**src/design/sli_pkg.sv**
```systemverilog
// ============================================================================
// sli_pkg: shared types and constants for the sorted list core
// Field widths, operation and status codes, and the record that one list
// cell holds and hands to its neighbors.
// ============================================================================
package sli_pkg;

    localparam int MODE_W   = 2;
    localparam int KEY_W    = 32;
    localparam int ID_W     = 31;
    localparam int STATUS_W = 2;
    localparam int POS_W    = 5;

    typedef enum logic [MODE_W-1:0] {
        MODE_INSERT = 2'd0,
        MODE_DELETE = 2'd1,
        MODE_DUMP   = 2'd2
    } t_mode;

    typedef enum logic [STATUS_W-1:0] {
        ST_DONE      = 2'd0,
        ST_NOT_FOUND = 2'd1,
        ST_FULL      = 2'd2,
        ST_EMPTY     = 2'd3
    } t_status;

    // Operation that every cell performs in the current cycle.
    typedef enum logic [2:0] {
        CMD_HOLD = 3'd0,
        CMD_CMP  = 3'd1,
        CMD_INS  = 3'd2,
        CMD_DEL  = 3'd3,
        CMD_ROT  = 3'd4
    } t_cell_cmd;

    typedef struct packed {
        logic                    occ;
        logic signed [KEY_W-1:0] key;
        logic [ID_W-1:0]         id;
    } t_entry;

    typedef struct packed {
        t_cell_cmd cmd;
        logic      left_ge;     // every cell to the left holds a key >= the new key
        logic      hit_before;  // some cell to the left matched the searched id
    } t_cell_ctl;

endpackage

```
**src/design/sorted_list_insert_delete_core.sv**
```systemverilog
// ============================================================================
// sorted_list_insert_delete_core: bounded list kept in descending key order
// A row of CAPACITY cells compares in the compare state and shifts in the execute state.
// ============================================================================
// Insert and delete: a compare state, then an execute state that, once the output
// is free, registers the result, updates the cells and can accept the next item.
// Dump: one result a cycle from the head while the output is free, as the cells
// rotate the list once around; an empty list gives a single EMPTY result.
// Reset (synchronous, active low) empties the list at once.
module sorted_list_insert_delete_core #(
    parameter int CAPACITY = 16
) (
    input  logic                             i_clk,
    input  logic                             i_rst_n,
    input  logic                             i_valid,
    output logic                             o_ready,
    input  logic [sli_pkg::MODE_W-1:0]       i_mode,
    input  logic signed [sli_pkg::KEY_W-1:0] i_key,
    input  logic [sli_pkg::ID_W-1:0]         i_item_id,
    output logic                             o_valid,
    input  logic                             i_ready,
    output logic [sli_pkg::STATUS_W-1:0]     o_status,
    output logic signed [sli_pkg::KEY_W-1:0] o_out_key,
    output logic [sli_pkg::ID_W-1:0]         o_out_id,
    output logic [sli_pkg::POS_W-1:0]        o_position,
    output logic                             o_last
);
    import sli_pkg::*;

    localparam int IDXW = $clog2(CAPACITY);
    localparam int CNTW = $clog2(CAPACITY + 1);

    typedef enum logic [3:0] {
        S_IDLE = 4'b0001,
        S_CMP  = 4'b0010,
        S_EXEC = 4'b0100,
        S_DUMP = 4'b1000
    } t_state;

    t_state r_state, n_state;

    logic [MODE_W-1:0]       r_mode;
    logic signed [KEY_W-1:0] r_key;
    logic [ID_W-1:0]         r_id;
    logic [CNTW-1:0]         r_count, n_count;
    logic [CNTW-1:0]         r_dump_idx, n_dump_idx;

    logic                    r_out_valid;
    logic [STATUS_W-1:0]     r_status, n_status;
    logic signed [KEY_W-1:0] r_out_key, n_out_key;
    logic [ID_W-1:0]         r_out_id, n_out_id;
    logic [POS_W-1:0]        r_pos, n_pos;
    logic                    r_last, n_last;
    logic                    w_load;

    t_entry                  w_ent [CAPACITY];
    t_cell_ctl               w_ctl [CAPACITY];
    logic [CAPACITY-1:0]     w_ge, w_hit, w_first, w_ins, w_before, w_occ;
    t_cell_cmd               w_cmd;

    logic                    w_out_free, w_accept, w_full, w_found, w_dump_last;
    logic [IDXW-1:0]         w_ins_idx, w_del_idx;
    logic signed [KEY_W-1:0] w_del_key;
    logic [IDXW+POS_W-1:0]   w_ins_pos_x, w_del_pos_x;
    logic [CNTW+POS_W-1:0]   w_dump_pos_x;

    // ------------------------------------------------------------------
    // Cell row
    // ------------------------------------------------------------------
    for (genvar g = 0; g < CAPACITY; g++) begin : g_cell
        localparam logic [CAPACITY-1:0] LowMask = {CAPACITY{1'b1}} >> (CAPACITY - g);
        t_entry w_left, w_right;

        assign w_before[g] = |(w_hit & LowMask);
        assign w_first[g]  = w_hit[g] & ~w_before[g];
        assign w_occ[g]    = w_ent[g].occ;

        if (g == 0) begin : g_head
            assign w_left   = '0;
            assign w_ins[g] = ~w_ge[g];
            assign w_ctl[g] = '{cmd: w_cmd, left_ge: 1'b1, hit_before: w_before[g]};
        end else begin : g_body
            assign w_left   = w_ent[g-1];
            assign w_ins[g] = ~w_ge[g] & w_ge[g-1];
            assign w_ctl[g] = '{cmd: w_cmd, left_ge: w_ge[g-1], hit_before: w_before[g]};
        end

        if (g == CAPACITY - 1) begin : g_tail
            assign w_right = '0;
        end else begin : g_mid
            assign w_right = w_ent[g+1];
        end

        sli_cell u_cell (
            .i_clk   (i_clk),
            .i_rst_n (i_rst_n),
            .i_ctl   (w_ctl[g]),
            .i_key   (r_key),
            .i_id    (r_id),
            .i_left  (w_left),
            .i_right (w_right),
            .i_head  (w_ent[0]),
            .o_entry (w_ent[g]),
            .o_ge    (w_ge[g]),
            .o_hit   (w_hit[g])
        );
    end

    // Insert point and first match each set at most one bit, so an OR encodes them.
    always_comb begin
        w_ins_idx = '0;
        w_del_idx = '0;
        w_del_key = '0;
        for (int i = 0; i < CAPACITY; i++) begin
            if (w_ins[i]) begin
                w_ins_idx = w_ins_idx | IDXW'(i);
            end
            if (w_first[i]) begin
                w_del_idx = w_del_idx | IDXW'(i);
                w_del_key = w_del_key | w_ent[i].key;
            end
        end
    end

    assign w_ins_pos_x  = {{POS_W{1'b0}}, w_ins_idx};
    assign w_del_pos_x  = {{POS_W{1'b0}}, w_del_idx};
    assign w_dump_pos_x = {{POS_W{1'b0}}, r_dump_idx};

    // ------------------------------------------------------------------
    // Sequencer
    // ------------------------------------------------------------------
    assign w_out_free  = !r_out_valid || i_ready;
    assign w_full      = (r_count == CNTW'(CAPACITY));
    assign w_found     = |w_hit;
    assign w_dump_last = (CNTW'(r_dump_idx + 1'b1) == r_count);
    assign o_ready     = (r_state == S_IDLE) || ((r_state == S_EXEC) && w_out_free);
    assign w_accept    = i_valid && o_ready;

    always_comb begin
        n_state    = r_state;
        n_count    = r_count;
        n_dump_idx = r_dump_idx;
        w_cmd      = CMD_HOLD;
        w_load     = 1'b0;
        n_status   = ST_DONE;
        n_out_key  = r_key;
        n_out_id   = r_id;
        n_pos      = '0;
        n_last     = 1'b1;

        unique case (r_state)
            S_IDLE: begin
            end
            S_CMP: begin
                w_cmd   = CMD_CMP;
                n_state = S_EXEC;
            end
            S_EXEC: begin
                if (w_out_free) begin
                    w_load  = 1'b1;
                    n_state = S_IDLE;
                    if (r_mode == MODE_INSERT) begin
                        if (w_full) begin
                            n_status = ST_FULL;
                        end else begin
                            w_cmd   = CMD_INS;
                            n_count = r_count + 1'b1;
                            n_pos   = w_ins_pos_x[POS_W-1:0];
                        end
                    end else begin
                        if (w_found) begin
                            w_cmd     = CMD_DEL;
                            n_count   = r_count - 1'b1;
                            n_out_key = w_del_key;
                            n_pos     = w_del_pos_x[POS_W-1:0];
                        end else begin
                            n_status  = ST_NOT_FOUND;
                            n_out_key = '0;
                        end
                    end
                end
            end
            S_DUMP: begin
                if (w_out_free) begin
                    w_load = 1'b1;
                    if (r_count == '0) begin
                        n_status  = ST_EMPTY;
                        n_out_key = '0;
                        n_out_id  = '0;
                        n_state   = S_IDLE;
                    end else begin
                        w_cmd      = CMD_ROT;
                        n_out_key  = w_ent[0].key;
                        n_out_id   = w_ent[0].id;
                        n_pos      = w_dump_pos_x[POS_W-1:0];
                        n_last     = w_dump_last;
                        n_dump_idx = r_dump_idx + 1'b1;
                        if (w_dump_last) begin
                            n_state = S_IDLE;
                        end
                    end
                end
            end
            default: begin
                n_state = S_IDLE;
            end
        endcase

        if (w_accept) begin
            n_dump_idx = '0;
            case (i_mode) inside
                MODE_INSERT, MODE_DELETE: n_state = S_CMP;
                MODE_DUMP:                n_state = S_DUMP;
                default:                  n_state = S_IDLE;
            endcase
        end
    end

    always_ff @(posedge i_clk) begin
        if (!i_rst_n) begin
            r_state     <= S_IDLE;
            r_count     <= '0;
            r_dump_idx  <= '0;
            r_out_valid <= 1'b0;
        end else begin
            r_state    <= n_state;
            r_count    <= n_count;
            r_dump_idx <= n_dump_idx;
            if (w_load) begin
                r_out_valid <= 1'b1;
            end else if (i_ready) begin
                r_out_valid <= 1'b0;
            end
        end
    end

    always_ff @(posedge i_clk) begin
        if (w_accept) begin
            r_mode <= i_mode;
            r_key  <= i_key;
            r_id   <= i_item_id;
        end
        if (w_load) begin
            r_status  <= n_status;
            r_out_key <= n_out_key;
            r_out_id  <= n_out_id;
            r_pos     <= n_pos;
            r_last    <= n_last;
        end
    end

    assign o_valid    = r_out_valid;
    assign o_status   = r_status;
    assign o_out_key  = r_out_key;
    assign o_out_id   = r_out_id;
    assign o_position = r_pos;
    assign o_last     = r_last;

    // ------------------------------------------------------------------
    // Assertions
    // ------------------------------------------------------------------
    a_count_bound: assert property (@(posedge i_clk) disable iff (!i_rst_n)
        r_count <= CNTW'(CAPACITY))
        else $error("entry count exceeds capacity");

    a_occ_matches_count: assert property (@(posedge i_clk) disable iff (!i_rst_n)
        $countones(w_occ) == int'(r_count))
        else $error("occupied cells disagree with entry count");

    a_insert_grows: assert property (@(posedge i_clk) disable iff (!i_rst_n)
        (r_state == S_EXEC && w_out_free && r_mode == MODE_INSERT && !w_full)
        |=> (r_count == CNTW'($past(r_count) + 1'b1)))
        else $error("accepted insert did not grow the list");

endmodule

```
**src/design/sli_cell.sv**
```systemverilog
// ============================================================================
// sli_cell: one slot of the sorted list
// Holds one entry, compares it against the broadcast key and id, and on
// insert, delete or rotate takes the new entry, the head or a neighbor's entry.
// ============================================================================
module sli_cell (
    input  logic                            i_clk,
    input  logic                            i_rst_n,
    input  sli_pkg::t_cell_ctl              i_ctl,
    input  logic signed [sli_pkg::KEY_W-1:0] i_key,
    input  logic [sli_pkg::ID_W-1:0]        i_id,
    input  sli_pkg::t_entry                 i_left,
    input  sli_pkg::t_entry                 i_right,
    input  sli_pkg::t_entry                 i_head,
    output sli_pkg::t_entry                 o_entry,
    output logic                            o_ge,
    output logic                            o_hit
);
    import sli_pkg::*;

    logic                    r_occ, n_occ;
    logic signed [KEY_W-1:0] r_key, n_key;
    logic [ID_W-1:0]         r_id, n_id;
    logic                    r_ge, n_ge;
    logic                    r_hit, n_hit;

    always_comb begin
        n_occ = r_occ;
        n_key = r_key;
        n_id  = r_id;
        n_ge  = r_ge;
        n_hit = r_hit;
        case (i_ctl.cmd)
            CMD_CMP: begin
                n_ge  = r_occ && (r_key >= i_key);
                n_hit = r_occ && (r_id == i_id);
            end
            CMD_INS: begin
                if (!r_ge) begin
                    if (i_ctl.left_ge) begin
                        n_occ = 1'b1;
                        n_key = i_key;
                        n_id  = i_id;
                    end else begin
                        n_occ = i_left.occ;
                        n_key = i_left.key;
                        n_id  = i_left.id;
                    end
                end
            end
            CMD_DEL: begin
                if (i_ctl.hit_before || r_hit) begin
                    n_occ = i_right.occ;
                    n_key = i_right.key;
                    n_id  = i_right.id;
                end
            end
            CMD_ROT: begin
                // The occupied run rotates left by one; the head wraps to its end.
                if (r_occ) begin
                    if (i_right.occ) begin
                        n_key = i_right.key;
                        n_id  = i_right.id;
                    end else begin
                        n_key = i_head.key;
                        n_id  = i_head.id;
                    end
                end
            end
            default: begin
            end
        endcase
    end

    always_ff @(posedge i_clk) begin
        if (!i_rst_n) begin
            r_occ <= 1'b0;
            r_ge  <= 1'b0;
            r_hit <= 1'b0;
        end else begin
            r_occ <= n_occ;
            r_ge  <= n_ge;
            r_hit <= n_hit;
        end
    end

    always_ff @(posedge i_clk) begin
        r_key <= n_key;
        r_id  <= n_id;
    end

    assign o_entry = '{occ: r_occ, key: r_key, id: r_id};
    assign o_ge    = r_ge;
    assign o_hit   = r_hit;

endmodule

```
**config.mk**
```make
export PLATFORM = sky130hd
export DESIGN_NAME = sorted_list_insert_delete_core
export DESIGN_NICKNAME = d
export VERILOG_FILES = /design/src/design/sli_pkg.sv /design/src/design/sorted_list_insert_delete_core.sv /design/src/design/sli_cell.sv
export SDC_FILE = /design/constraint.sdc
export NUM_CORES = 2
export LEC_CHECK = 0
export ABC_AREA = 1
export BUFFER_PORTS_ARGS = -buffer_cell sky130_fd_sc_hd__clkbuf_2
export CORE_MARGIN = 3
export CORE_UTILIZATION = 45
export DETAILED_ROUTE_END_ITERATION = 8
export MAX_ROUTING_LAYER = met4
export SYNTH_ARGS = -nofsm -noshare
export SYNTH_HDL_FRONTEND = slang
export SYNTH_HIERARCHICAL = 1
export SYNTH_SLANG_ARGS = --single-unit
```
**constraint.sdc**
```tcl
create_clock -name i_clk -period 12.8 [get_ports i_clk]
set_clock_uncertainty 0.05 [all_clocks]
set_input_delay 1.92 -clock i_clk [delete_from_list [all_inputs] [get_ports i_clk]]
set_output_delay 1.92 -clock i_clk [all_outputs]
set_load 0.05 [all_outputs]
```
# After elaboration in Yosys (flattened, before gate mapping)

Cells that the tools add are included.

Register bits: 1207
Bits of input ports: 69
Output and inout bits: 73
Word-level logic and storage cells: 726

$add $sub $neg: 3
Magnitude comparators: 16
Equal/unequal tests: 81
Muxes and demuxes: 342
Bitwise operators: 79
Reductions and logical operators: 113

Operator list:

| kind                                          | count |
|---|---|
| two-way mux 32 bit                            | 99 |
| two-way mux 31 bit                            | 81 |
| case mux 32 bit (3 select lines)              | 16 |
| case mux 31 bit (3 select lines)              | 16 |
| greater-or-equal comparator 32 bit            | 16 |
| == test 31 bit                                | 16 |
| OR 32 bit                                     | 15 |
| two-way mux 4 bit                             | 25 |
| AND reduction 4 bit                           | 17 |
| != test 2 x 1 -> 1 bit, second input constant | 32 |
| case mux 32 bit (2 select lines)              | 1 |
| two-way mux 1 bit                             | 54 |
| AND reduction 3 bit                           | 17 |
| two-way mux 3 bit                             | 12 |
| != test 2 bit, second input constant          | 18 |
| two-way mux 5 bit                             | 7 |
| logical AND 1 bit                             | 34 |
| inverter 1 bit                                | 34 |
| case mux 1 bit (2 select lines)               | 16 |
| AND 1 bit                                     | 30 |
| two-way mux 2 bit                             | 11 |
| logical OR 1 bit                              | 17 |
| case mux 4 bit (4 select lines)               | 1 |
| OR reduction 16 bit                           | 1 |
| 38 further kinds                              | 48 |

# Longest topological paths before layout

Word-level depth: 35
Gate-level depth with buffers: 18
Gate-level depth less buffers: 17

# Hierarchy

The synthesis kept the hierarchy.

Modules (own cells, without submodules):

| module                          | instances | cells an instance | area an instance (um2) | seq. area each (um2) |
|---|---|---|---|---|
| sli_cell (g_cell[0].u_cell ...) | 9         | 715               | 5534.1                 | 1951.9 |
| sli_cell (g_cell[3].u_cell ...) | 6         | 727               | 5586.6                 | 1951.9 |
| sorted_list_insert_delete_core  | 1         | 1726              | 11601.1                | 4384.2 |
| sli_cell (g_cell[9].u_cell)     | 1         | 719               | 6043.3                 | 1951.9 |

# Worst setup path before layout

OpenSTA, ideal clock, no wires.

Path type: input -> register
Start: input i_ready
End: register g_cell[9].u_cell.r_id[0] (enable)
Library setup time: 586 ps
Arrival: 8993 ps
Data required time: 12164 ps
Setup slack: 3171 ps
Cell stages on the path: 12
Path buffers: 3
Cell sequence: nor2_1 -> inv_1 -> nand2_1 -> nor3_4 -> buf_2 -> inv_1 -> nand2_1 -> inv_2 -> nor3_2 -> buf_4 -> buf_4 -> a221oi_1

Word-level cells in the longest chain between the ends: 6
Elaborated cells on any way between the ends: 12
Classes of those cells: 6 x eq/ne; 3 x mux; 3 x reduce/logical

Ends and longest elaborated chain:

| element                                                        | line                                                                         | RTL |
|---|---|---|
| start: declaration                                             | sorted_list_insert_delete_core.sv:21                                         | `input logic i_ready,` |
| logical OR 1 bit (*)                                           | sorted_list_insert_delete_core.sv:132                                        | `assign w_out_free = !r_out_valid \|\| i_ready;` |
| two-way mux 3 bit, on equally long branches                    | sorted_list_insert_delete_core.sv:184, sorted_list_insert_delete_core.sv:159 |  |
| case mux 3 bit (3 select lines) (*)                            | sorted_list_insert_delete_core.sv:151                                        | `unique case (r_state)` |
| via w_cmd[0]                                                   | sorted_list_insert_delete_core.sv:59                                         | `t_cell_cmd w_cmd;` |
| == test 3 bit / == test 3 x 2 -> 1 bit (equally long branches) | sli_cell.sv:33                                                               | `case (i_ctl.cmd)` |
| != test 2 x 1 -> 1 bit (no line) (tied with other cells)       | --                                                                           |  |
| AND reduction 4 bit (no line) (*)                              | --                                                                           |  |
| end signal: assignment                                         | sli_cell.sv:89                                                               | `r_id <= n_id;` |
| end: declaration                                               | sli_cell.sv:23                                                               | `logic [ID_W-1:0] r_id, n_id;` |

Mark *: on every way through the listed nets, which the timed path passes. The rest lies on a longest branch.
A chain may end at the register's enable or synchronous reset.

# Worst setup path after layout

Start: register g_cell[2].u_cell.r_hit
End: register g_cell[0].u_cell.r_key[2] (enable)

Word-level cells in the longest chain between the ends: 8
Elaborated cells on any way between the ends: 14
Classes of those cells: 7 x eq/ne; 4 x mux; 3 x reduce/logical

Ends and longest elaborated chain:

| element                                                        | line                                  | RTL |
|---|---|---|
| start: declaration                                             | sli_cell.sv:25                        | `logic r_hit, n_hit;` |
| start signal: assignment                                       | sli_cell.sv:83                        | `r_hit <= n_hit;` |
| OR reduction 16 bit (*)                                        | sorted_list_insert_delete_core.sv:134 | `assign w_found = \|w_hit;` |
| two-way mux 2 bit (*)                                          | sorted_list_insert_delete_core.sv:171 | `if (w_found) begin` |
| two-way mux 3 bit (*)                                          | sorted_list_insert_delete_core.sv:162 | `if (r_mode == MODE_INSERT) begin` |
| two-way mux 3 bit (*)                                          | sorted_list_insert_delete_core.sv:159 | `if (w_out_free) begin` |
| case mux 3 bit (3 select lines) (*)                            | sorted_list_insert_delete_core.sv:151 |  |
| via w_cmd[0]                                                   | sorted_list_insert_delete_core.sv:59  |  |
| == test 3 bit / == test 3 x 2 -> 1 bit (equally long branches) | sli_cell.sv:33                        |  |
| != test 2 x 1 -> 1 bit (no line) (tied with other cells)       | --                                    |  |
| AND reduction 5 bit (no line) (*)                              | --                                    |  |
| end signal: assignment                                         | sli_cell.sv:88                        | `r_key <= n_key;` |
| end: declaration                                               | sli_cell.sv:22                        | `logic signed [KEY_W-1:0] r_key, n_key;` |

Marks and branches as above.

==> metrics.txt <==
Setup WS post-layout=6330 ps; worst hold path class=flip-flop to flip-flop; TritonCTS sink count=1207; leading area contributor after synthesis=sky130_fd_sc_hd__edfxtp_1; post-CTS setup buffer count=0; maximum single-stage delay on the critical path=between 800 and 900 ps; dominant cell type by count on the critical path=sky130_fd_sc_hd__buf_4; endpoint kind of the worst setup timing path=flip-flop; post-layout power=around 9.5 mW; CTS clock-pin slew for the worst setup and hold paths=about 60 ps; fraction of the core area covered by cells at the end of the flow=between 40% and 50%; cell chain of the critical path=nor2_2, nand2_2, nor2_4, buf_4, nand2_1, nor2_2, nor3_4, buf_4, inv_1, nand2_2, buf_4, nor2_4, buf_4, a21oi_1, a221oi_4, buf_4; Final setup viols=0; library cell with the highest instance count after synthesis=sky130_fd_sc_hd__nand2_1; worst hold-check slack=about 460 ps; Detailed Route WL=376000 um; total number of placement rows=173; number of buffer cells added on primary ports=around 140; post-synthesis instance total=13242; H-tree depth reported by CTS=4; final critical path time including I/O delays and setup=6470 ps; starting density of the core=a little under half; cts-stage hold buffer count=0; proportion of netlist area held by the largest area contributor=around 34%; Hold Violations, Final=0; Setup TNS Final=0 ps; share of cells above drive strength 1=between 6 and 7%; Critical path buffers and inverters=6; Overflow after GRT=0; logic depth of the worst setup path including buffers=16; worst-case reg-to-reg path depth=16; number of nets in the layout=~14000; filler instances=between 20000 and 25000; result of the run=finished, final reports clean; Clk Latency, worst-skew pair=slightly above 800 ps; Wirelength per Cell=roughly 23 um; residual antenna-violating net count after detailed routing=0; first-pass detailed-route iteration total=7; Worst Setup Path Type=flip-flop to flip-flop; number of antenna violations at the first check in global routing=2; RSZ-0062 raised after global routing=false; synthesized area=about 100000 um2; Routability Congestion=between 0.9 and 1; post-placement cell count=around 16000; Total GRT Usage=~32%; number of distinct library cells after synthesis=54; Largest delay share family, worst path=simple AND/OR/NAND/NOR gates; Synth warnings=6; sequential share of the synthesized area=between 30% and 40%; syn_area_per_cell=7.63 um2; half-perimeter wire length after placement=284000 um; Syn-to-layout area delta=8.53%; areal power density over the cells=between 80 and 90 nW/um2; Worst Setup Slack post-DPL=5990 ps; list of most frequent post-synthesis cells=sky130_fd_sc_hd__nand2_1 (3586), sky130_fd_sc_hd__inv_1 (2151), sky130_fd_sc_hd__o211ai_1 (1304); required time at the endpoint of the critical path=13200 ps; VDD IR max=approximately 0.00013 V; clock tree root driver cell=sky130_fd_sc_hd__clkbuf_16; TritonCTS clock tree=done; cell leakage power=about 44 nW; final std cells w/o fill=approximately 16000; headroom to the max-slew limit=6.13%; Arrival @ worst endpoint=a little under 7000 ps; Max FO, Critical Path=between 40 and 50; Maximum Capacitance Violations=0; Iter 0 DRT Violations=between 10000 and 15000; flop and latch count out of synthesis=1207; height of the die=between 400 and 500 um; first-pass GRT wire length=563000 um; via count=~97000; Core Box Area=223000 um2; vias per cell=5.98; Post-synth EDFFs=1144; number of remaining DRC errors=0; Die ar.=around 230000 um2; boundary pin count=approximately 140; FMAX=approximately 150 MHz; pin count of the biggest net entering global routing=about 110; Synth Flop Type=sky130_fd_sc_hd__edfxtp_1; part of the cycle the worst path needs=about half; Hold Path Cell Cnt=2; Post-DP Area=roughly 100000 um2; post-route cell area=110000 um2; main area contributors after synthesis=sky130_fd_sc_hd__edfxtp_1 (34%), sky130_fd_sc_hd__nand2_1 (13%), sky130_fd_sc_hd__o211ai_1 (9.7%), sky130_fd_sc_hd__inv_1 (8.0%), sky130_fd_sc_hd__ha_1 (6.4%); TritonCTS Buffers=about 160; post-synthesis async set-or-reset flop share=0%; Least-Margin Pin Slew=1400 ps; number of buffers on the longest clock path=3; Startpoint Class=flip-flop; Crit-path slowest cell=sky130_fd_sc_hd__nor2_4; CTS-repair resized insts=0; Horiz. Die Dim=480 um; number of global-route vias before repair=between 80000 and 90000; Max Transition Viols Final=0
==> cells in the final DEF (no fill, tap or decap), types with 28 or more instances in the layout <==
master	Yosys	routed
sky130_fd_sc_hd__ha_1	516	516
sky130_fd_sc_hd__nand4_1	146	146
sky130_fd_sc_hd__edfxtp_1	1144	1144
sky130_fd_sc_hd__o21ai_0	225	225
sky130_fd_sc_hd__o211ai_2	78	78
sky130_fd_sc_hd__nor4_1	31	31
sky130_fd_sc_hd__a211oi_1	37	37
sky130_fd_sc_hd__nand3_1	1043	1043
sky130_fd_sc_hd__nand2_1	3586	3585
sky130_fd_sc_hd__clkbuf_2	0	141
sky130_fd_sc_hd__nor2_4	5	36
sky130_fd_sc_hd__clkbuf_16	0	157
sky130_fd_sc_hd__a21o_1	37	37
sky130_fd_sc_hd__nor2_1	504	499
sky130_fd_sc_hd__o311ai_0	306	306
sky130_fd_sc_hd__inv_2	37	37
sky130_fd_sc_hd__a21oi_1	263	263
sky130_fd_sc_hd__a22o_1	37	37
sky130_fd_sc_hd__inv_1	2151	2149
sky130_fd_sc_hd__clkbuf_1	303	46
sky130_fd_sc_hd__mux2_2	32	32
sky130_fd_sc_hd__clkinv_1	0	28
sky130_fd_sc_hd__buf_4	48	237
sky130_fd_sc_hd__xor2_1	141	141
sky130_fd_sc_hd__xnor2_1	123	123
sky130_fd_sc_hd__mux2i_1	306	306
sky130_fd_sc_hd__o22ai_1	70	70
sky130_fd_sc_hd__o21a_1	32	32
sky130_fd_sc_hd__o211ai_1	1304	1304
sky130_fd_sc_hd__conb_1	2	152
sky130_fd_sc_hd__nor3_1	33	33
sky130_fd_sc_hd__dfxtp_1	63	47
sky130_fd_sc_hd__clkinv_2	0	31
==> cell type report <==
class | count | area, um2 | area share (%)
Multi-Input combinational cell | 9224 | 54600 | 49.8
Sequential cell | 1207 | 35700 | 32.6
Inverter | 2188 | 8220 | 7.50
Clock buffer | 205 | 4130 | 3.77
Tap cell | 2975 | 3720 | 3.40
Timing Repair Buffer | 379 | 2500 | 2.29
Clock inverter | 85 | 751 | 0.685
Antenna cell | 2 | 5.00 | 0.00457
==> worst register-to-register path: stages, from the launching register on <==
cell and delay [ps]:
sky130_fd_sc_hd__dfxtp_1 580, sky130_fd_sc_hd__nor2_2 300, sky130_fd_sc_hd__nand2_2 220, sky130_fd_sc_hd__nor2_4 150
sky130_fd_sc_hd__buf_4 520, sky130_fd_sc_hd__nand2_1 300, sky130_fd_sc_hd__nor2_2 290, sky130_fd_sc_hd__nor3_4 50
sky130_fd_sc_hd__buf_4 320, sky130_fd_sc_hd__inv_1 140, sky130_fd_sc_hd__nand2_2 360, sky130_fd_sc_hd__buf_4 470
sky130_fd_sc_hd__nor2_4 850, sky130_fd_sc_hd__buf_4 580, sky130_fd_sc_hd__a21oi_1 200, sky130_fd_sc_hd__a221oi_4 230
sky130_fd_sc_hd__buf_4 440
==> final timing paths <==
path	slack, ps	from	endpoint
worst max-delay path	6330	g_cell[2].u_cell/o_hit	g_cell[0].u_cell/r_key[2]
worst min-delay path	460	r_dump_idx[1]	r_dump_idx[1]
worst max register to register	6330	g_cell[2].u_cell/o_hit	g_cell[0].u_cell/r_key[2]
worst min register to register	460	r_dump_idx[1]	r_dump_idx[1]
==> sequential cells by signal, summed over array words and instances, names as in the netlist <==
name,flops
g_cell.u_cell/r_key,512
g_cell.u_cell/r_id,496
o_out_key,32
r_key,32
o_out_id,31
r_id,31
g_cell.u_cell/o_ge,16
g_cell.u_cell/o_hit,16
g_cell.u_cell/r_occ,16
o_position,5
r_count,5
r_dump_idx,5
r_state,4
o_status,2
r_mode,2
o_last,1
o_valid,1
==> metal layers <==
layer,vias to the layer above,global-route usage (%),part of all wire [%]
met5,-,-,0
met4,0,7.86,2.5
met3,545,6.02,12
met2,5436,46.1,42
met1,46146,47.0,44
li1,45171,-,-
==> where the power goes <==
part           leakage (nW)  total, mW  switching (mW)  internal, mW
Combinational          31.3      0.826           0.562         0.264
Clock                  2.39       4.38            1.96          2.42
Sequential             10.8       4.33          0.0388          4.29
Total                  44.5       9.54            2.56          6.98
==> kinds of logic (layout without fill, tap and decap cells) <==
logic type,count (synthesis),count (layout),share of synthesized area (%)
AND/OR/NAND/NOR,5460,5460,22.7
buffers and inverters,2961,2857,11.7
AO/OA/AOI/OAI,2493,2493,18.2
flip-flops,1207,1207,35.3
adder cells (fa/ha/maj),517,517,6.41
multiplexers,338,338,3.39
XOR/XNOR,264,264,2.29
other,2,154,0.00744
Power figures use the tool's default switching activity.
